===== src/srbb_pkg.sv =====
package srbb_pkg;

  // fixed point and lane settings
  localparam int FRAC_BITS = 16;
  localparam int LANES     = 4;
  localparam int NUM_BYTES = 4;
  localparam int BLEND_LANES = (LANES < NUM_BYTES) ? LANES : NUM_BYTES;

  // field widths
  localparam int SIZE_W = 10;
  localparam int PCT_W  = 7;
  localparam int DIM_W  = 14;
  localparam int CNT_W  = 3;
  localparam int CTR_W  = 15;
  localparam int PIX_W  = 13;
  localparam int BYTE_W = 8;

  // derived datapath widths
  localparam int RAD_W   = SIZE_W - 1;
  localparam int D2_W    = 2 * RAD_W;
  localparam int DX_W    = CTR_W + 1;
  localparam int ABS_W   = DX_W - 1;
  localparam int SQ_IN_W = D2_W + 2 * FRAC_BITS;
  localparam int ROOT_W  = SQ_IN_W / 2;
  localparam int Q_W     = FRAC_BITS + 1;
  localparam int DEN_W   = Q_W;
  localparam int NUM_W   = Q_W + DEN_W;

  localparam logic [Q_W-1:0] ONE = Q_W'(1) << FRAC_BITS;

  // pipeline depth from accept to result strobe
  localparam int LATENCY = 8 + ROOT_W + 2 * Q_W;

  // config port
  localparam int ADDR_W = 5;

  typedef enum logic [2:0] {
    REG_BRUSH_SIZE   = 3'd0,
    REG_HARDNESS_PCT = 3'd1,
    REG_OPACITY_PCT  = 3'd2,
    REG_IMAGE_WIDTH  = 3'd3,
    REG_IMAGE_HEIGHT = 3'd4,
    REG_BYTES_IN_USE = 3'd5
  } reg_idx_t;

  // data riding alongside the arithmetic units
  typedef struct packed {
    logic                              paint;
    logic                              full;
    logic [NUM_BYTES-1:0][BYTE_W-1:0]  old;
  } side_t;

endpackage


===== src/srbb_lane.sv =====
module srbb_lane
  import srbb_pkg::*;
(
  input  logic              clk,
  input  logic [Q_W-1:0]    alpha,
  input  logic [BYTE_W-1:0] old_byte,
  output logic [BYTE_W-1:0] new_byte
);

  logic [BYTE_W-1:0]       room;
  logic [Q_W+BYTE_W-1:0]   prod;
  logic [BYTE_W:0]         sum;

  // move toward white by alpha times the headroom
  always_comb begin
    room = ~old_byte;
    prod = alpha * room;
    sum  = {1'b0, old_byte} + {1'b0, prod[FRAC_BITS +: BYTE_W]};
  end

  always_ff @(posedge clk) begin
    new_byte <= sum[BYTE_W-1:0];
  end

endmodule


===== config.mk =====
export PLATFORM = sky130hd
export DESIGN_NAME = srbb_lane
export DESIGN_NICKNAME = d
export VERILOG_FILES = /design/src/srbb_pkg.sv /design/src/srbb_lane.sv
export SDC_FILE = /design/constraint.sdc
export NUM_CORES = 1
export LEC_CHECK = 0
export BUFFER_PORTS_ARGS = -buffer_cell sky130_fd_sc_hd__buf_4
export CAP_MARGIN = 20
export CELL_PAD_IN_SITES_DETAIL_PLACEMENT = 1
export CELL_PAD_IN_SITES_GLOBAL_PLACEMENT = 1
export CORE_UTILIZATION = 49
export CTS_BUF_LIST = sky130_fd_sc_hd__clkbuf_16
export CTS_CLUSTER_DIAMETER = 40
export CTS_CLUSTER_SIZE = 28
export DETAILED_ROUTE_END_ITERATION = 12
export GPL_ROUTABILITY_DRIVEN = 0
export PLACE_DENSITY_LB_ADDON = 0.1
export SKIP_CTS_REPAIR_TIMING = 1
export SYNTH_ARGS = -nofsm -noshare
export SYNTH_HDL_FRONTEND = slang
export SYNTH_SLANG_ARGS = --single-unit
export TNS_END_PERCENT = 20

===== constraint.sdc =====
create_clock -name clk -period 7.5 [get_ports clk]
set_clock_uncertainty 0.2 [all_clocks]
set_input_delay 0.75 -clock clk [delete_from_list [all_inputs] [get_ports clk]]
set_output_delay 0.75 -clock clk [all_outputs]
set_load 0.01 [all_outputs]

==> impl_metrics.py <==
metrics = {
    "sta": {
        "post-route-min-period_ns": 6.35,
        "relSlewSlack_pct": 67.2,
        "rsz0062_at_grt": "false",
        "setup_viol": 0,
        "period_share_pct": 84.6,
        "hold_viol": 0,
        "worst_pin_slew_ns": 0.490,
        "holdWs_ns": 0.749,
        "drv_slew": 0,
        "tns_ns": 0,
        "max_freq_mhz": 158,
    },
    "finish": {
        "reg_top3": "new_byte (8)",
        "multi_input_area_um2": 3960,
        "regMostFlops": "new_byte",
        "syn_to_final_growth_pct": 9.35,
        "layout-drive-gt1-share_pct": 10.2,
        "fillCellCount": 1071,
        "seq_area_um2": 160,
        "antennaDiodeCount": 0,
        "fin_nets": 691,
        "largest_reg_flops": 8,
    },
    "status": {
        "status": "finished with violations",
        "violations": "DRC",
    },
    "die": {
        "ios": 34,
        "die_h_um": 98.2,
        "die-width_um": 98.2,
        "core_area_um2": 8850,
        "rows": 34,
        "die-area_um2": 9640,
        "initial_core_util_pct": 51.2,
    },
    "detailed_routing": {
        "drtIter0Drc": 120,
        "wl_um": 11200,
        "drtPass1Iterations": 8,
        "viasPerCell": 5.46,
        "ant_nets": 0,
        "route.vias.total": 3467,
        "drc": 3,
        "drt-wirelength-per-cell_um": 17.7,
    },
    "critical_path": {
        "crit_start": "old_byte[7]",
        "worstPathArrival_ns": 6.30,
        "end_kind": "flop",
        "critical_path_class": "in -> reg",
        "critical_path.max_fanout": 17,
        "crit_required_ns": 7.46,
        "crit_path_start_kind": "primary input",
    },
    "pwr": {
        "power.total_mw": 1.80,
        "p_per_area_nw_per_um2": 363,
        "power_leakage_nw": 2.47,
        "peakVddDrop_mv": 0.348,
        "p_sw_mw": 0.939,
        "power_frac_comb_pct": 90.1,
        "p_int_mw": 0.861,
        "p_seq_share_pct": 5.0,
        "clock_power_share_pct": 5.0,
        "switching_share_pct": 52.2,
    },
    "clocking": {
        "htreeDepth": 1,
        "cts_buffers": 3,
        "clkTransAtPathRegs_ns": 0.04,
        "clk_path_buf_depth": 2,
        "clock-sinks": 8,
        "root_buffer": "clkbuf_16",
        "cts_tree": "built",
    },
    "synth": {
        "synth_nets": 661,
        "synthArstFlopShare_pct": 0,
        "ys_seq_elements": 8,
        "ys_top_cells_by_area": "fa_1, ha_1, nor2b_1, inv_1, nand2b_1",
        "synth_edf_count": 0,
        "synth_cells": 499,
        "synth.cell_area_um2": 4530,
        "synth_cell_types": 48,
        "yosys_warnings": 0,
        "synth_flop_cell": "dfxtp_1",
        "yosysMostFrequentCell": "inv_1",
        "yosysTopAreaCellShare_pct": 39.3,
        "yosys-top-cells-count": "inv_1, fa_1, nor2b_1",
        "yosysTopAreaCell": "fa_1",
        "ys_seq_area_share_pct": 3.53,
        "synth_area_per_cell_um2": 9.09,
    },
    "flow_run": {
        "cap_violations": 0,
    },
    "hold_path": {
        "hp-class": "in -> reg",
        "whs_endpoint": "new_byte[0]",
        "min_path_cells": 2,
        "worstHoldStart": "old_byte[0]",
    },
    "global_route": {
        "antenna_found_initial": 0,
        "grt_pass1_wl_um": 19900,
        "grt-ovfl-total": 0,
        "track_usage_pct": 26.0,
        "grt_pass1_vias": 4045,
        "grt_max_degree": 19,
    },
    "placement": {
        "hpwl_um": 9220,
        "numPortBuffers": 33,
    },
}
metal layers:
metal | routed length [µm] | part of all wire, % | global-route usage, % | vias to the layer above
met5 | 0 | 0 | 0 | -
met4 | 113 | 1.0 | 2.99 | 0
met3 | 283 | 2.5 | 2.00 | 8
met2 | 6040 | 54 | 50.2 | 55
met1 | 4780 | 43 | 32.3 | 1799
li1 | - | - | - | 1605
cells by family after synthesis:
family                     synth area share, %
and+or+nand+nor                           23.0
adders and majority gates                 52.3
buffers and inverters                     9.19
AOI/OAI and AO/OA                         8.89
xor gates and xnor gates                  3.09
DFF                                       3.53
stage by stage:
step / utilization [%] / instances / cell area, µm² / setup WS (ns)
3_3_place_gp: 55.2 / 632 / 4880 / 1.12
4_1_cts: 56.0 / 635 / 4960 / 1.14
6_report: 56.0 / 635 / 4960 / 1.15
2_1_floorplan: - / 499 / 4530 / 1.39
5_1_grt: 56.0 / 635 / 4960 / 0.709
3_5_place_dp: 55.2 / 632 / 4880 / 0.980
worst max path at each step:
stage	end	slack, ns
5_1_grt	new_byte[7]	0.71
4_1_cts	new_byte[7]	1.14
3_3_place_gp	new_byte[7]	1.12
2_1_floorplan	new_byte[7]	1.39
3_5_place_dp	new_byte[7]	0.98
6_report	new_byte[7]	1.15
cell type report:
| cell class | count | area share [%] |
|---|---|---|
| clock buffer | 3 | 1.51 |
| inverter | 102 | 7.72 |
| multi-input combinational | 381 | 79.8 |
| sequential | 8 | 3.23 |
| tap | 108 | 2.73 |
| timing repair buffer | 33 | 5.00 |
power groups by stage:
stage	registers, mW	logic, mW	clock network (mW)
global placement	0.0883	1.57	0
CTS	0.0899	1.65	0.0901
detailed placement	0.0904	1.62	0
floorplan	0.101	1.22	0
finish	0.0894	1.62	0.0894
global route	0.0915	1.86	0.0939
cell usage in the layout, fill, tap and decap left out, drive strengths merged, types with 4 or more instances in the layout:
cell | Yosys | final
nor3 | 4 | 4
fa | 89 | 89
and2b | 8 | 8
nor2b | 83 | 83
nor2 | 10 | 10
nand2 | 15 | 15
a21oi | 18 | 18
xnor2 | 13 | 13
nand3 | 7 | 7
nand4 | 4 | 4
ha | 47 | 47
inv | 101 | 101
buf | 1 | 33
a21o | 6 | 6
a211oi | 4 | 4
dfxtp | 8 | 8
nand2b | 35 | 35
o21ai | 7 | 7
critical path, cell delays in order:
cell and delay, ns:
buf_4 0.18, nand2b_1 0.18, fa_1 0.52, fa_1 0.55
inv_1 0.06, fa_1 0.53, inv_1 0.06, fa_1 0.53
inv_1 0.05, ha_1 0.32, a21oi_1 0.20, o22ai_1 0.10
o21bai_1 0.17, o211ai_2 0.17, a21oi_1 0.32, xnor2_1 0.16
ha_1 0.24, a21o_1 0.19, a211oi_1 0.27, nor2_1 0.10
o41ai_1 0.33, xnor2_1 0.18, xnor2_1 0.14
(Power assumes the default switching activity.)
