===== src/srbb_pkg.sv =====
package srbb_pkg;

  // fixed point and lane settings
  localparam int FRAC_BITS = 16;
  localparam int LANES     = 4;
  localparam int NUM_BYTES = 4;
  localparam int BLEND_LANES = (LANES < NUM_BYTES) ? LANES : NUM_BYTES;

  // field widths
  localparam int SIZE_W = 10;
  localparam int PCT_W  = 7;
  localparam int DIM_W  = 14;
  localparam int CNT_W  = 3;
  localparam int CTR_W  = 15;
  localparam int PIX_W  = 13;
  localparam int BYTE_W = 8;

  // derived datapath widths
  localparam int RAD_W   = SIZE_W - 1;
  localparam int D2_W    = 2 * RAD_W;
  localparam int DX_W    = CTR_W + 1;
  localparam int ABS_W   = DX_W - 1;
  localparam int SQ_IN_W = D2_W + 2 * FRAC_BITS;
  localparam int ROOT_W  = SQ_IN_W / 2;
  localparam int Q_W     = FRAC_BITS + 1;
  localparam int DEN_W   = Q_W;
  localparam int NUM_W   = Q_W + DEN_W;

  localparam logic [Q_W-1:0] ONE = Q_W'(1) << FRAC_BITS;

  // pipeline depth from accept to result strobe
  localparam int LATENCY = 8 + ROOT_W + 2 * Q_W;

  // config port
  localparam int ADDR_W = 5;

  typedef enum logic [2:0] {
    REG_BRUSH_SIZE   = 3'd0,
    REG_HARDNESS_PCT = 3'd1,
    REG_OPACITY_PCT  = 3'd2,
    REG_IMAGE_WIDTH  = 3'd3,
    REG_IMAGE_HEIGHT = 3'd4,
    REG_BYTES_IN_USE = 3'd5
  } reg_idx_t;

  // data riding alongside the arithmetic units
  typedef struct packed {
    logic                              paint;
    logic                              full;
    logic [NUM_BYTES-1:0][BYTE_W-1:0]  old;
  } side_t;

endpackage


===== src/srbb_isqrt.sv =====
module srbb_isqrt
  import srbb_pkg::*;
(
  input  logic               clk,
  input  logic               rst,
  input  logic               in_vld,
  input  logic [SQ_IN_W-1:0] in_x,
  input  side_t              in_side,
  output logic               out_vld,
  output logic [ROOT_W-1:0]  out_root,
  output side_t              out_side
);

  localparam int REM_W = ROOT_W + 3;

  logic [SQ_IN_W-1:0] xs   [ROOT_W+1];
  logic [REM_W-1:0]   rem  [ROOT_W+1];
  logic [ROOT_W-1:0]  root [ROOT_W+1];
  logic               vld  [ROOT_W+1];
  side_t              side [ROOT_W+1];

  assign xs[0]   = in_x;
  assign rem[0]  = '0;
  assign root[0] = '0;
  assign vld[0]  = in_vld;
  assign side[0] = in_side;

  // one root bit per stage
  for (genvar k = 0; k < ROOT_W; k++) begin : g_step
    logic [REM_W-1:0] cur;
    logic [REM_W-1:0] trial;
    logic             ge;

    always_comb begin
      cur   = {rem[k][REM_W-3:0], xs[k][SQ_IN_W-1 -: 2]};
      trial = {{(REM_W-ROOT_W-2){1'b0}}, root[k], 2'b01};
      ge    = (cur >= trial);
    end

    always_ff @(posedge clk) begin
      rem[k+1]  <= ge ? (cur - trial) : cur;
      root[k+1] <= {root[k][ROOT_W-2:0], ge};
      xs[k+1]   <= {xs[k][SQ_IN_W-3:0], 2'b00};
      side[k+1] <= side[k];
    end

    always_ff @(posedge clk) begin
      if (rst) begin
        vld[k+1] <= 1'b0;
      end else begin
        vld[k+1] <= vld[k];
      end
    end
  end

  assign out_vld  = vld[ROOT_W];
  assign out_root = root[ROOT_W];
  assign out_side = side[ROOT_W];

endmodule


===== config.mk =====
export PLATFORM = sky130hd
export DESIGN_NAME = srbb_isqrt
export DESIGN_NICKNAME = d
export VERILOG_FILES = /design/src/srbb_pkg.sv /design/src/srbb_isqrt.sv
export SDC_FILE = /design/constraint.sdc
export NUM_CORES = 2
export LEC_CHECK = 0
export ABC_CLOCK_PERIOD_IN_PS = 3600
export BUFFER_PORTS_ARGS = -buffer_cell sky130_fd_sc_hd__buf_2
export CORE_ASPECT_RATIO = 1.2
export CORE_UTILIZATION = 60
export DETAILED_ROUTE_END_ITERATION = 7
export PLACE_DENSITY_LB_ADDON = 0.15
export SLEW_MARGIN = 20
export SYNTH_ARGS = -nofsm -noshare
export SYNTH_HDL_FRONTEND = slang
export SYNTH_SLANG_ARGS = --single-unit

===== constraint.sdc =====
create_clock -name clk -period 3.6 [get_ports clk]
set_input_delay 0.18 -clock clk [delete_from_list [all_inputs] [get_ports clk]]
set_output_delay 0.18 -clock clk [all_outputs]
set_load 0.02 [all_outputs]

==> results by group <==
Worst hold path
  • Hold path cells: 2
  • Min-delay worst type: in -> reg
  • Hold Path Sink: xs[1206]
  • Hold path startpoint: in_x[4]

Placed design
  • Final Wtd Congestion: 0.896
  • Pre-CTS setup slack: 352 ps
  • Port Buffers: 146
  • Cell count after placement: 7,796
  • Dpl hpwl: 82,300 microns

Layout
  • Final core utilization: 69.9%
  • Area delta synth->final: 15.6%
  • Layout Cells excl Fill: 8,345
  • Final #Nets: 7,055
  • Layout cell share with drive strength beyond 1: 9.26%

Global routing
  • Initial antenna violation count: 4
  • Vias in the first global route: 41,700
  • Largest net degree at the start of global routing: 41
  • Overflow after GRT: 0
  • First-pass GRT wire length: 199,000 microns
  • Tot GR Track Use: 20.0%

Detailed routing
  • Antenna viol nets, final: 0
  • WL/cell: 14.5 microns
  • DR vias/cell: 4.99
  • TritonRoute pass-1 iters: 6
  • Final wirelength: 121,000 microns
  • Via count: 41,700
  • Starting DRT DRC Count: 1,992
  • Final routed DRC violation total: 0

STA
  • Relative slew margins: 47.9%
  • Post-Route Skew: 49.2 ps
  • Final setup fails: 0
  • Post-Route Setup TNS: 0 ps
  • Max Fclk: 291 MHz
  • Slack of the critical path: 161 ps
  • Worst-Margin Slew: 775 ps
  • Tmin final: 3440 ps
  • Final hold violations: 0
  • RSZ-0062 raised after global routing: no
  • Final Slew Violations: 0
  • Tcrit/Tclk final: 95.5%

Synth
  • Netlist cell types: 87
  • Synth top area cells: dfxtp_1, ha_1, xnor2_1, xor2_1, inv_1
  • Top_reg_cell synth: dfxtp_1
  • Synth top area share: 66.2%
  • Seq/Total Area, Yosys: 66.2%
  • Cells after synthesis: 6,174
  • Post-synth EDFFs: 0
  • Area leader, netlist: dfxtp_1
  • Synth warnings: 0
  • Synth Area per Inst: 11.7 sq um
  • Net Count, Synth: 6,613
  • Synthesized area: 0.0722 sq mm
  • #FFs+latches synth: 2,389
  • Fraction of registers with async set/reset: 0%

Power and ir drop
  • Net switching power: 0.0156 W
  • Sw Ratio: 25.2%
  • Int Power: 0.0461 W
  • Flop pwr share: 51.8%
  • Final Power: 0.0617 W
  • Power Dens Cells: 739 mW/mm^2
  • Clock power frac: 36.1%
  • Worst VDD drop: 0.615 mV
  • Comb pwr share: 12.1%
  • Leakage Power: 38.6 nW

Setup path
  • Worst Reg-to-Reg Cells: 10
  • Crit path launch: g_step[11].trial[12]
  • Slowest CP cell: or4b_2
  • Worst path top cell family by delay: simple AND/OR/NAND/NOR gates
  • Kind of start point of the critical path: register
  • Cell mode on critical path: nand4b_1
  • Critical path required time: 4300 ps
  • R2R setup slack: 160 ps
  • Worst EP arrival: 4140 ps
  • Critical Path End Type: register
  • Critical path class: reg -> reg
  • CP max FO: 24
  • Crit-path cells: inv_1 -> ha_1 -> or4b_2 -> nor4_1 -> nand4b_1 -> o21bai_2 -> buf_4 -> nand4b_1 -> nor2_1 -> xor2_1
  • Slowest stage delay, CP: 660 ps
  • CP bufs+invs: 2
  • Critical R2R Capture: g_step[12].cur[17]
  • RR Startpoint: g_step[11].trial[12]

Floorplan
  • I/O pin count: 147
  • Rows: 139
  • Core area: 0.119 sq mm
  • Overall die area: 0.122 sq mm
  • Die W: 319 microns
  • Initial Util: 60.5%
  • DIE HEIGHT: 382 microns

CTS
  • Clock sinks: 2,389
  • Worst skew pair latency: 810 ps
  • CTS Buf Count: 204
  • CTS Buffer Depth: 3
  • CTS tree: yes
  • H-tree Lvls: 4
  • Clock-pin slew on the worst setup and hold paths: 60 ps
  • Clock Root Buffer: clkbuf_16
  • CTS resizes: 0

Run status
  • Status: completed

Run
  • Max Cap Viol: 0
[registers in the layout (all words and copies together) (netlist names)]
signal,count
out_vld,1
xs,552
out_side,34
vld,24
side,816
g_step.trial,300
out_root,25
g_step.cur,637
[timing repair]
item	CTS	global route
buffers inserted	0	0
hold buffers	165	0
hold endpoints to repair	110	0
[power by group through the flow]
stage	Sequential, W	Clock (W)	Combinational, W
global route	0.0323	0.0240	0.00844
finish	0.0319	0.0223	0.00749
floorplan	0.0317	0	0.00582
detailed placement	0.0325	0	0.00731
global placement	0.0324	0	0.00718
CTS	0.0319	0.0229	0.00752
[routing by layer]
layer	global-route usage (%)	share of wire, %
met1	23.4	44
met2	35.9	50
met3	3.15	3.2
met4	8.70	3.4
met5	0	0.011
[cell usage in the layout, fill, tap and decap left out, types with 115 or more instances in the layout]
cell / Yosys / routed
a21o_1: 144 / 144
a21oi_1: 286 / 286
buf_2: 4 / 146
clkbuf_16: 0 / 205
dfxtp_1: 2389 / 2389
dlygate4sd3_1: 0 / 165
ha_1: 352 / 352
inv_1: 438 / 438
nand2_1: 360 / 360
nor2_1: 317 / 317
nor3_1: 117 / 115
o21ai_0: 277 / 277
xnor2_1: 253 / 253
xor2_1: 239 / 239
[worst max path at each step]
stage | to | slack [ps] | cells after the start
after floorplan | g_step[20].cur[3] | 730 | 11
after global placement | g_step[17].cur[25] | 420 | 11
after detailed placement | g_step[12].cur[17] | 350 | 10
final | g_step[12].cur[17] | 160 | 10
after CTS | g_step[12].cur[17] | 290 | 10
after global routing | g_step[12].cur[17] | 60 | 10
[synthesized netlist by cell type, types with 25 or more instances]
master	count
nor3_1	117
xnor2_1	253
nor4_1	61
xor2_1	239
o21ai_0	277
a31oi_1	29
a21oi_1	286
a21o_1	144
clkbuf_1	61
inv_1	438
or4_1	25
nor2_1	317
ha_1	352
nand3_1	77
dfxtp_1	2389
buf_4	36
nor2b_1	77
o21bai_1	30
o21a_1	60
nand2b_1	76
a211oi_1	27
nand2_1	360
mux2_2	51
nand4_1	55
or3_1	49
[cell type report]
| cell class | instances | area (sq um) |
|---|---|---|
| antenna | 3 | 7.51 |
| clock buffer | 292 | 5930 |
| clock inverter | 89 | 1200 |
| fill | 8603 | 36000 |
| inverter | 441 | 1660 |
| multi-input combinational | 3229 | 22200 |
| sequential | 2389 | 47800 |
| tap | 1551 | 1940 |
| timing repair buffer | 351 | 2750 |
[through the flow]
step / hold slack, ps / cell area (sq um)
final: 71.7 / 83500
after global routing: 37.6 / 83500
after CTS: 0.778 / 83500
after detailed placement: 284 / 74700
after global placement: 282 / 74700
after floorplan: 208 / 72200
[cell families after synthesis]
| group | count (synthesis) | synth area share [%] |
|---|---|---|
| buffers and inverters | 556 | 3.12 |
| AND/OR/NAND/NOR | 1331 | 9.15 |
| XOR/XNOR | 492 | 5.97 |
| other | 1 | 0.00519 |
| AO/OA/AOI/OAI | 990 | 8.49 |
| flip-flops | 2389 | 66.2 |
| adder cells (fa/ha/maj) | 352 | 6.10 |
| multiplexers | 63 | 0.961 |
Power figures use the tool's default switching activity.
