File: src/srbb_pkg.sv
package srbb_pkg;

  // fixed point and lane settings
  localparam int FRAC_BITS = 16;
  localparam int LANES     = 4;
  localparam int NUM_BYTES = 4;
  localparam int BLEND_LANES = (LANES < NUM_BYTES) ? LANES : NUM_BYTES;

  // field widths
  localparam int SIZE_W = 10;
  localparam int PCT_W  = 7;
  localparam int DIM_W  = 14;
  localparam int CNT_W  = 3;
  localparam int CTR_W  = 15;
  localparam int PIX_W  = 13;
  localparam int BYTE_W = 8;

  // derived datapath widths
  localparam int RAD_W   = SIZE_W - 1;
  localparam int D2_W    = 2 * RAD_W;
  localparam int DX_W    = CTR_W + 1;
  localparam int ABS_W   = DX_W - 1;
  localparam int SQ_IN_W = D2_W + 2 * FRAC_BITS;
  localparam int ROOT_W  = SQ_IN_W / 2;
  localparam int Q_W     = FRAC_BITS + 1;
  localparam int DEN_W   = Q_W;
  localparam int NUM_W   = Q_W + DEN_W;

  localparam logic [Q_W-1:0] ONE = Q_W'(1) << FRAC_BITS;

  // pipeline depth from accept to result strobe
  localparam int LATENCY = 8 + ROOT_W + 2 * Q_W;

  // config port
  localparam int ADDR_W = 5;

  typedef enum logic [2:0] {
    REG_BRUSH_SIZE   = 3'd0,
    REG_HARDNESS_PCT = 3'd1,
    REG_OPACITY_PCT  = 3'd2,
    REG_IMAGE_WIDTH  = 3'd3,
    REG_IMAGE_HEIGHT = 3'd4,
    REG_BYTES_IN_USE = 3'd5
  } reg_idx_t;

  // data riding alongside the arithmetic units
  typedef struct packed {
    logic                              paint;
    logic                              full;
    logic [NUM_BYTES-1:0][BYTE_W-1:0]  old;
  } side_t;

endpackage

File: src/srbb_div.sv
module srbb_div
  import srbb_pkg::*;
(
  input  logic             clk,
  input  logic             rst,
  input  logic             in_vld,
  input  logic [NUM_W-1:0] in_num,
  input  logic [DEN_W-1:0] in_den,
  input  side_t            in_side,
  output logic             out_vld,
  output logic [Q_W-1:0]   out_quot,
  output side_t            out_side
);

  logic [DEN_W-1:0] rem  [Q_W+1];
  logic [Q_W-1:0]   lo   [Q_W+1];
  logic [Q_W-1:0]   quo  [Q_W+1];
  logic [DEN_W-1:0] den  [Q_W+1];
  logic             vld  [Q_W+1];
  side_t            side [Q_W+1];

  // upper part of the numerator stays below the divisor for valid words
  assign rem[0]  = in_num[NUM_W-1:Q_W];
  assign lo[0]   = in_num[Q_W-1:0];
  assign quo[0]  = '0;
  assign den[0]  = in_den;
  assign vld[0]  = in_vld;
  assign side[0] = in_side;

  // restoring division, one quotient bit per stage
  for (genvar k = 0; k < Q_W; k++) begin : g_step
    logic [DEN_W:0] cur;
    logic [DEN_W:0] diff;
    logic           ge;

    always_comb begin
      cur  = {rem[k], lo[k][Q_W-1]};
      diff = cur - {1'b0, den[k]};
      ge   = (cur >= {1'b0, den[k]});
    end

    always_ff @(posedge clk) begin
      rem[k+1]  <= ge ? diff[DEN_W-1:0] : cur[DEN_W-1:0];
      lo[k+1]   <= {lo[k][Q_W-2:0], 1'b0};
      quo[k+1]  <= {quo[k][Q_W-2:0], ge};
      den[k+1]  <= den[k];
      side[k+1] <= side[k];
    end

    always_ff @(posedge clk) begin
      if (rst) begin
        vld[k+1] <= 1'b0;
      end else begin
        vld[k+1] <= vld[k];
      end
    end
  end

  assign out_vld  = vld[Q_W];
  assign out_quot = quo[Q_W];
  assign out_side = side[Q_W];

endmodule

File: config.mk
export PLATFORM = sky130hd
export DESIGN_NAME = srbb_div
export DESIGN_NICKNAME = d
export VERILOG_FILES = /design/src/srbb_pkg.sv /design/src/srbb_div.sv
export SDC_FILE = /design/constraint.sdc
export NUM_CORES = 2
export LEC_CHECK = 0
export BUFFER_PORTS_ARGS = -buffer_cell sky130_fd_sc_hd__buf_4
export CORE_UTILIZATION = 55
export CTS_CLUSTER_SIZE = 28
export DETAILED_ROUTE_END_ITERATION = 12
export PLACE_DENSITY = 0.75
export SLEW_MARGIN = 20
export SYNTH_ARGS = -nofsm -noshare
export SYNTH_HDL_FRONTEND = slang
export SYNTH_SLANG_ARGS = --single-unit
export TNS_END_PERCENT = 100
File: constraint.sdc
create_clock -name clk -period 3.1 [get_ports clk]
set_input_delay 0.155 -clock clk [delete_from_list [all_inputs] [get_ports clk]]
set_output_delay 0.155 -clock clk [all_outputs]
set_load 0.02 [all_outputs]
==> run_results.csv <==
group,metric,value,unit
floorplanning,start_util,55.8,%
critical_path,crit_slowest_cell,"fa_2",
finish,area.growth.synth_to_final,19.6,%
critical_path,crit_fanout,8,
floorplanning,dieWidth,291,um
route,drtIter0Drc,1049,
clock_tree,root_buffer,"clkbuf_16",
run_status,status,"finished clean",
critical_path,worst_setup_path_end_kind,"flip-flop",
critical_path,worst_setup_path_start_kind,"flip-flop",
floorplanning,die-area,84800,sq um
power_and_ir_drop,power_frac_comb,35.2,%
clock_tree,cts_tree,"yes",
synthesis,synth.cell_area,46000,sq um
critical_path,rr_worst_depth,14,
grt,overflow,0,
finish,final_cell_mix,"dfxtp_1, inv_1, ha_1, buf_4, a21oi_1",
critical_path,worst-path-stages,14,
synthesis,avgSynthCellArea,12.0,sq um
worst_hold_path,min_delay_path_depth,2,
finish,num-nets-final,4644,
power_and_ir_drop,p_sw,18.7,mW
route,ant_nets,0,
critical_path,worstPathCellList,"inv_2 -> ha_4 -> inv_2 -> fa_2 -> a211oi_2 -> o21bai_1 -> a21oi_2 -> o221ai_2 -> nor4_2 -> nor3_2 -> a2111oi_4 -> buf_4 -> clkbuf_16 -> mux2_4",
timing,final.setup.tns,0,ns
synthesis,syn_nets,4228,
timing,max_slew.worst_pin.slew,1.13,ns
placed_design,placement.setup.worst_slack,-0.132,ns
power_and_ir_drop,p_int,42.9,mW
finish,nFillCells,5984,
clock_tree,ctsLongestPathBuffers,3,
floorplanning,ioPinCount,140,
timing,period_share,99.7,%
power_and_ir_drop,powerDensity,1120,nW/um^2
grt,grtUsageTotal,17.7,%
finish,stdcell_count,5426,
placed_design,port_buffers,139,
synthesis,async_reset_ff_share,0,%
critical_path,worstSetupPathType,"flip-flop to flip-flop",
power_and_ir_drop,p_clk_share,26.6,%
synthesis,synth_cell_types,92,
timing,whs,0.0799,ns
synthesis,yosysSeqAreaShare,62.2,%
critical_path,arrival,3.70,ns
run,cap_violations,0,
synthesis,synth-edff-count,0,
clock_tree,cts_made_buffers,137,
timing,rsz0062_at_grt,"yes",
timing,timing.final.ws_setup,0.00946,ns
power_and_ir_drop,p_sw_share,30.3,%
power_and_ir_drop,p_leak,24.7,nW
synthesis,synth_top_area_share,62.2,%
power_and_ir_drop,seq_power_share,38.1,%
timing,clock.fmax,324,MHz
clock_tree,path_clk_slew,0.06,ns
timing,slew_viol_final,0,
timing,min_period,3.09,ns
clock_tree,cts_num_sinks,1428,
power_and_ir_drop,ir_drop,0.644,mV
clock_tree,cts_max_level,4,
route,wl_per_cell,14.3,um
route,via_per_inst,5.02,
timing,slew_headroom,24.1,%
critical_path,max_stage_delay,0.35,ns
critical_path,critPathBufInv,4,
finish,antenna_cells,0,
synthesis,yosysWarnings,0,
placed_design,routabilityCongestion,0.900,
critical_path,path_common_cell,"inv_2",
route,vias,27225,
critical_path,cp.required,3.70,ns
route,wl,77500,um
synthesis,synth_area_leaders,"dfxtp_1, ha_1, mux2_2, inv_1, xnor2_1",
clock_tree,clock_latency,0.72,ns
finish,utilization,66.7,%
grt,grt_pass1_wl,124000,um
grt,antenna_found_initial,1,
floorplanning,row_count,105,
grt,grt_pass1_vias,27328,
finish,final_common_cell,"dfxtp_1",
grt,grt_max_degree,35,
synthesis,netlist_instances,3835,
synthesis,yosysTopAreaCell,"dfxtp_1",
route,drcViolationCount,0,
timing,setup_viol,0,
timing,hold_viol_final,0,
timing,finClkSkew,0.0335,ns
floorplanning,coreArea,82400,sq um
placed_design,dp_hpwl,52600,um
synthesis,ys_ff_latch,1428,
worst_hold_path,hold_path.class,"input port to flip-flop",
critical_path,cp_top_family,"compound AO/OA/AOI/OAI gates",
placed_design,dp.cells,5044,
floorplanning,die_y,291,um
synthesis,synth_ff_type,"dfxtp_1",
finish,drive_above_1_share,17.8,%
route,firstDrtPassIters,5,
## flip-flops by register name, summed over array words and instances (netlist names)
name,cells
out_vld,1
den,272
quo,136
lo,120
out_quot,17
side,544
g_step.cur,288
out_side,34
vld,16
## per-layer routing
layer / global-route usage, % / wire length, um / vias up
li1: - / - / 13802
met1: 18.1 / 30400 / 12783
met2: 34.0 / 41700 / 434
met3: 3.51 / 2650 / 204
met4: 8.50 / 2700 / 2
met5: 0 / 10 / -
## cell usage after synthesis, drive strengths merged (16+ instances only)
cell / instances
nand2b: 23
mux2: 200
nor2: 159
nand2: 123
ha: 289
nor2b: 37
inv: 363
nor3: 48
o21a: 32
a31oi: 26
fa: 16
a21o: 91
buf: 70
dfxtp: 1428
nand4: 36
mux2i: 16
xor2: 72
and3: 18
xnor2: 141
a21oi: 213
nand3: 33
o21bai: 45
o21ai: 137
a211oi: 33
## timing repair
action,4_1_cts,5_1_grt
endpoints found under the setup margin,120,172
gates resized for setup,9,103
cloned,0,9
setup buffers,3,26
pin swaps,3,50
endpoints found under the hold margin,102,2
hold buffers,97,3
## cell families (layout without fill, tap and decap cells)
logic type      Yosys count  after routing  synth area share (%)
fa+ha+maj               305            305                  8.56
compound gates          702            704                  10.2
simple gates            524            524                  5.51
mux                     216            216                  5.31
buf+inv                 447            966                  4.19
xor+xnor                213            213                  4.06
flops                  1428           1428                  62.2
## metrics by stage
stage | total power [mW] | area (sq um)
finish | 61.6 | 55000
global route | 65.3 | 55000
CTS | 60.8 | 54200
detailed placement | 43.9 | 48600
global placement | 43.4 | 48600
floorplan | 39.1 | 46000
## layout make-up
| class | count | area [sq um] | area share (%) |
|---|---|---|---|
| Clock buffer | 196 | 3920 | 7.14 |
| Clock inverter | 48 | 634 | 1.15 |
| Inverter | 363 | 1360 | 2.48 |
| Multi-Input combinational cell | 1962 | 15900 | 28.9 |
| Sequential cell | 1428 | 28600 | 52.0 |
| Tap cell | 1070 | 1340 | 2.44 |
| Timing Repair Buffer | 359 | 3230 | 5.87 |
## final timing paths
kind | slack, ns | start | end
worst max-delay path | 0.009 | g_step[11].cur[0]$_DFF_P_ | g_step[12].cur[17]$_DFF_P_
worst max register to register | 0.009 | g_step[11].cur[0]$_DFF_P_ | g_step[12].cur[17]$_DFF_P_
worst min register to register | 0.31 | lo[212]$_DFF_P_ | lo[196]$_DFF_P_
worst min-delay path | 0.08 | in_side[28] | side[572]$_DFF_P_
## power by group through the flow
| stage | clock network (mW) | registers, mW | logic [mW] |
|---|---|---|---|
| 2_1_floorplan | 0 | 23.2 | 15.9 |
| 3_3_place_gp | 0 | 23.8 | 19.6 |
| 3_5_place_dp | 0 | 23.9 | 20.1 |
| 4_1_cts | 16.9 | 23.5 | 20.5 |
| 5_1_grt | 17.6 | 23.8 | 23.8 |
| 6_report | 16.4 | 23.5 | 21.7 |
Power figures use the tool's default switching activity.
